`config.mk`:
```
export PLATFORM = sky130hd
export DESIGN_NAME = sbc_lfo
export DESIGN_NICKNAME = d
export VERILOG_FILES = /design/src/rtl/sbc_pkg.sv /design/src/rtl/sbc_lfo.sv
export SDC_FILE = /design/constraint.sdc
export NUM_CORES = 1
export LEC_CHECK = 0
export ABC_AREA = 1
export CORE_MARGIN = 10
export CORE_UTILIZATION = 50
export CTS_CLUSTER_SIZE = 25
export DETAILED_ROUTE_END_ITERATION = 16
export DONT_BUFFER_PORTS = 1
export MAX_ROUTING_LAYER = met4
export SYNTH_ARGS = -nofsm -noshare
export SYNTH_HDL_FRONTEND = slang
export SYNTH_SLANG_ARGS = --single-unit
```
`constraint.sdc`:
```
create_clock -name clock -period 3.61 [get_ports clock]
set_input_delay 0.361 -clock clock [delete_from_list [all_inputs] [get_ports clock]]
set_output_delay 0.361 -clock clock [all_outputs]
set_load 0.02 [all_outputs]
```
`src/rtl/sbc_pkg.sv`:
```
// Shared types, constants and helpers for the split band chorus block.
// No dependencies; used by sbc_lfo and split_band_chorus_unit.
package sbc_pkg;

   localparam int MUL_A_BITS = 33;
   localparam int MUL_B_BITS = 22;
   localparam int MUL_P_BITS = MUL_A_BITS + MUL_B_BITS;

   localparam logic [MUL_B_BITS-1:0] SVF_DAMP   = 22'd46334;
   localparam logic [16:0]           COEFF_ONE  = 17'd65536;
   localparam logic [31:0]           LFSR_MASK  = 32'hA300_0000;
   localparam logic [31:0]           LFSR_SEED  = 32'd12345;

   localparam logic [2:0] REG_SVF_COEFF    = 3'd0;
   localparam logic [2:0] REG_LFO_PERIOD   = 3'd1;
   localparam logic [2:0] REG_SMOOTH_COEFF = 3'd2;
   localparam logic [2:0] REG_DELAY_CENTER = 3'd3;
   localparam logic [2:0] REG_MOD_SPAN     = 3'd4;
   localparam logic [2:0] REG_DELAY_MIN    = 3'd5;
   localparam logic [2:0] REG_DELAY_MAX    = 3'd6;
   localparam logic [2:0] REG_WET_MIX      = 3'd7;

   localparam logic [16:0] RST_SVF_COEFF    = 17'd2570;
   localparam logic [19:0] RST_LFO_PERIOD   = 20'd24000;
   localparam logic [15:0] RST_SMOOTH_COEFF = 16'd68;
   localparam logic [19:0] RST_DELAY_CENTER = 20'd307200;
   localparam logic [19:0] RST_MOD_SPAN     = 20'd61440;
   localparam logic [19:0] RST_DELAY_MIN    = 20'd61440;
   localparam logic [19:0] RST_DELAY_MAX    = 20'd552960;
   localparam logic [16:0] RST_WET_MIX      = 17'd32768;

   typedef logic signed [MUL_A_BITS-1:0] mul_a_type;
   typedef logic signed [MUL_B_BITS-1:0] mul_b_type;
   typedef logic signed [MUL_P_BITS-1:0] mul_p_type;

   function automatic logic signed [31:0] sat32(input logic signed [39:0] v);
      logic signed [39:0] hi;
      logic signed [39:0] lo;
      hi = 40'sd2147483647;
      lo = -40'sd2147483648;
      if (v > hi) begin
         return 32'sh7FFF_FFFF;
      end else if (v < lo) begin
         return 32'sh8000_0000;
      end
      return v[31:0];
   endfunction

endpackage

```
`src/rtl/sbc_lfo.sv`:
```
// Random sample-and-hold LFO target: period counter and Galois LFSR.
// Depends on sbc_pkg.
module sbc_lfo (
   input  logic               clock,
   input  logic               reset,
   input  logic               step,
   input  logic [19:0]        period,
   output logic signed [15:0] target
);

   logic [19:0]        counter_ff;
   logic [31:0]        lfsr_ff;
   logic signed [15:0] target_ff;
   logic [20:0]        count_in;
   logic [31:0]        lfsr_in;
   logic               wrap;

   always_comb begin
      count_in = {1'b0, counter_ff} + 21'd1;
      wrap     = count_in >= {1'b0, period};
      if (wrap) begin
         count_in = count_in - {1'b0, period};
      end
      lfsr_in = {1'b0, lfsr_ff[31:1]} ^ (lfsr_ff[0] ? sbc_pkg::LFSR_MASK : 32'd0);
   end

   always_ff @(posedge clock) begin
      if (reset) begin
         counter_ff <= '0;
         lfsr_ff    <= sbc_pkg::LFSR_SEED;
         target_ff  <= '0;
      end else if (step && period != 20'd0) begin
         counter_ff <= count_in[19:0];
         if (wrap) begin
            lfsr_ff   <= lfsr_in;
            target_ff <= $signed(lfsr_in[31:16]);
         end
      end
   end

   assign target = target_ff;

endmodule

```
==> reports/qor.yml <==
status: "finished clean"
slew_headroom_pct: 38.7
leakage_nw: 2.22
async_flop_share_pct: 0
dp_hpwl_um: 8850
ir_drop_uv: 142
yosysMostFrequentCell: "nand2_1"
post-route-period-util_pct: 91.8
tightest_slew_ps: 919
setup_viol: 0
syn_nets: 729
via_per_inst: 5.10
antenna_found_initial: 0
remaining_drc_errors: 0
drt_iter0_drc: 333
slowest_delay_ps: 400
netlist_area_mm2: 0.00421
ios: 39
dp_slack_ps: 201
cts_sinks: 52
wl_met2_um: 4550
ys_seq_area_share_pct: 24.7
cap_violations: 0
route.met3.wl_um: 796
hold_buffers: 0
layout_setup_ws_ps: 296
worst-path-buf-inv: 3
first_pass_iters: 5
vias: 3934
diodes: 0
worst-path-max-fanout: 25
yosysTopAreaCell: "dfxtp_1"
ys_seq_elements: 52
cpMostUsedCell: "nand2_1"
start_util_pct: 51.2
fin_skew_ps: 11.2
synthCells: 684
synth_ff_type: "dfxtp_1"
crit_type: "reg -> reg"
core_mm2: 0.00822
insertion_delay_ps: 310
required_ps: 3830
synth.area.top_cells: "dfxtp_1, nand2_1, inv_1, nor2_1, nand3_1"
cp-start-kind: "flip-flop"
crit_chain: "ha_1, nand2_2, nor2_4, nand2_1, nor2_1, xor2_1, inv_1, ha_1, nand2_1, nor2_1, nand3_1, nor2_2, o21ai_1, nand3_4, buf_4, nand2_1, o21ai_0, nand2_1, nand2_1, inv_1"
num_rows: 33
finalPower_mw: 1.27
final.min_clock_period_ps: 3310
clk_path_buf_depth: 2
hp-class: "in -> reg"
worst_path_max_delay_cell: "dfxtp_2"
slew_viol_final: 0
wire_per_inst_um: 14.2
place.gp.congestion: 0.937
area_delta_synth_final_pct: 2.32
grt_pass1_wl_um: 18300
setup.worst_path.end_class: "flip-flop"
grt-ovfl-total: 0
synth_edf_count: 0
top_layer: "met4"
max_freq_mhz: 302
cts-buffers-inserted: 5
portBuffers: 0
power_density_mw_per_mm2: 295
ys_types: 35
wl_met1_um: 5480
fp.dieH_um: 112
clk_pin_slew_ps: 100
h-tree-depth: 2
cts_tree: "done"
antenna_left: 0
hold_viol_final: 0
clockRootBuffer: "clkbuf_8"
wl_um: 11000
dieArea_mm2: 0.0125
drive_gt1_share_pct: 7.35
crit_arrival_ps: 3530
grt_pass1_vias: 3663
yosys_warnings: 0
die_w_um: 112
grt_max_degree: 31
grt_usage_pct: 17.8
final_nets: 711
crit_family: "simple AND/OR/NAND/NOR gates"
synth_commonest_cells: "nand2_1, inv_1, nor2_1"
fin_util_pct: 52.4
synth_top_area_share_pct: 24.7
synth.avg_cell_area_um2: 6.15
==> cell type report <==
cell class | count | area [µm²]
clock buffer | 5 | 68.8
clock inverter | 3 | 46.3
fill | 852 | 3910
inverter | 110 | 415
multi-input combinational | 488 | 2520
sequential | 52 | 1040
tap | 105 | 131
timing repair buffer | 9 | 80.1
==> through the flow <==
| step | setup TNS, ps | std cells | hold WS (ps) | area [µm²] |
|---|---|---|---|---|
| floorplan | 0 | 684 | 429 | 4210 |
| global placement | 0 | 762 | 430 | 4150 |
| detailed placement | 0 | 762 | 433 | 4150 |
| CTS | 0 | 770 | 95.2 | 4260 |
| global route | -16.4 | 772 | 80.3 | 4300 |
| finish | 0 | 772 | 103 | 4300 |
==> report_power, final <==
| part | total, mW | internal, mW | switching, mW |
|---|---|---|---|
| Combinational | 0.261 | 0.0880 | 0.173 |
| Clock | 0.414 | 0.210 | 0.203 |
| Sequential | 0.596 | 0.584 | 0.0120 |
| Total | 1.27 | 0.883 | 0.388 |
==> logic make-up after synthesis <==
kind of cell | after synthesis | synth area share [%]
adder cells (fa/ha/maj) | 22 | 6.72
AO/OA/AOI/OAI | 68 | 8.89
flip-flops | 52 | 24.7
AND/OR/NAND/NOR | 371 | 38.1
XOR/XNOR | 27 | 5.62
buffers and inverters | 144 | 15.9
==> registers in the layout, indices dropped and copies added (netlist names) <==
name / count
lfsr_ff: 32
counter_ff: 20
==> cell usage in the layout (no fill, tap or decap), types with 2 or more instances in the layout <==
cell type / Yosys / routed
nand3_1: 56 / 56
inv_2: 2 / 2
clkbuf_8: 0 / 5
o21ai_1: 6 / 6
nor2_2: 4 / 7
nand3_4: 2 / 2
nor2_1: 92 / 89
nor3_1: 4 / 4
xor2_2: 0 / 2
xnor2_1: 3 / 3
dfxtp_1: 52 / 50
inv_1: 106 / 106
a21oi_2: 2 / 2
nor4_1: 4 / 4
nand2_2: 4 / 4
nor2_4: 2 / 2
or2_2: 2 / 2
o211ai_2: 3 / 3
xor2_1: 24 / 22
o21ai_0: 25 / 25
nand4_1: 8 / 8
nand2_1: 188 / 188
dfxtp_2: 0 / 2
nand3b_1: 2 / 2
a21oi_1: 30 / 30
buf_4: 16 / 8
ha_1: 21 / 21
==> metal layers <==
layer,vias up,GRT usage (%)
li1,2078,-
met1,1741,24.4
met2,104,26.3
met3,11,3.65
met4,0,3.60
met5,-,-
==> timing repair <==
action,4_1_cts,5_1_grt
setup endpoints to repair,0,52
gates resized for setup,0,7
buffers inserted,0,2
==> worst paths after layout <==
kind / start / to / slack (ps) / cells after the start
max reg2reg: counter_ff[0]$_SDFFE_PP0P_ / counter_ff[7]$_SDFFE_PP0P_ / 300 / 20
min reg2reg: lfsr_ff[5]$_SDFFE_PP1P_ / lfsr_ff[4]$_SDFFE_PP1P_ / 470 / 2
max: counter_ff[0]$_SDFFE_PP0P_ / counter_ff[7]$_SDFFE_PP0P_ / 300 / 20
min: reset / lfsr_ff[25]$_SDFFE_PP0P_ / 100 / 1
No activity file was read; power rests on OpenSTA's default activity.
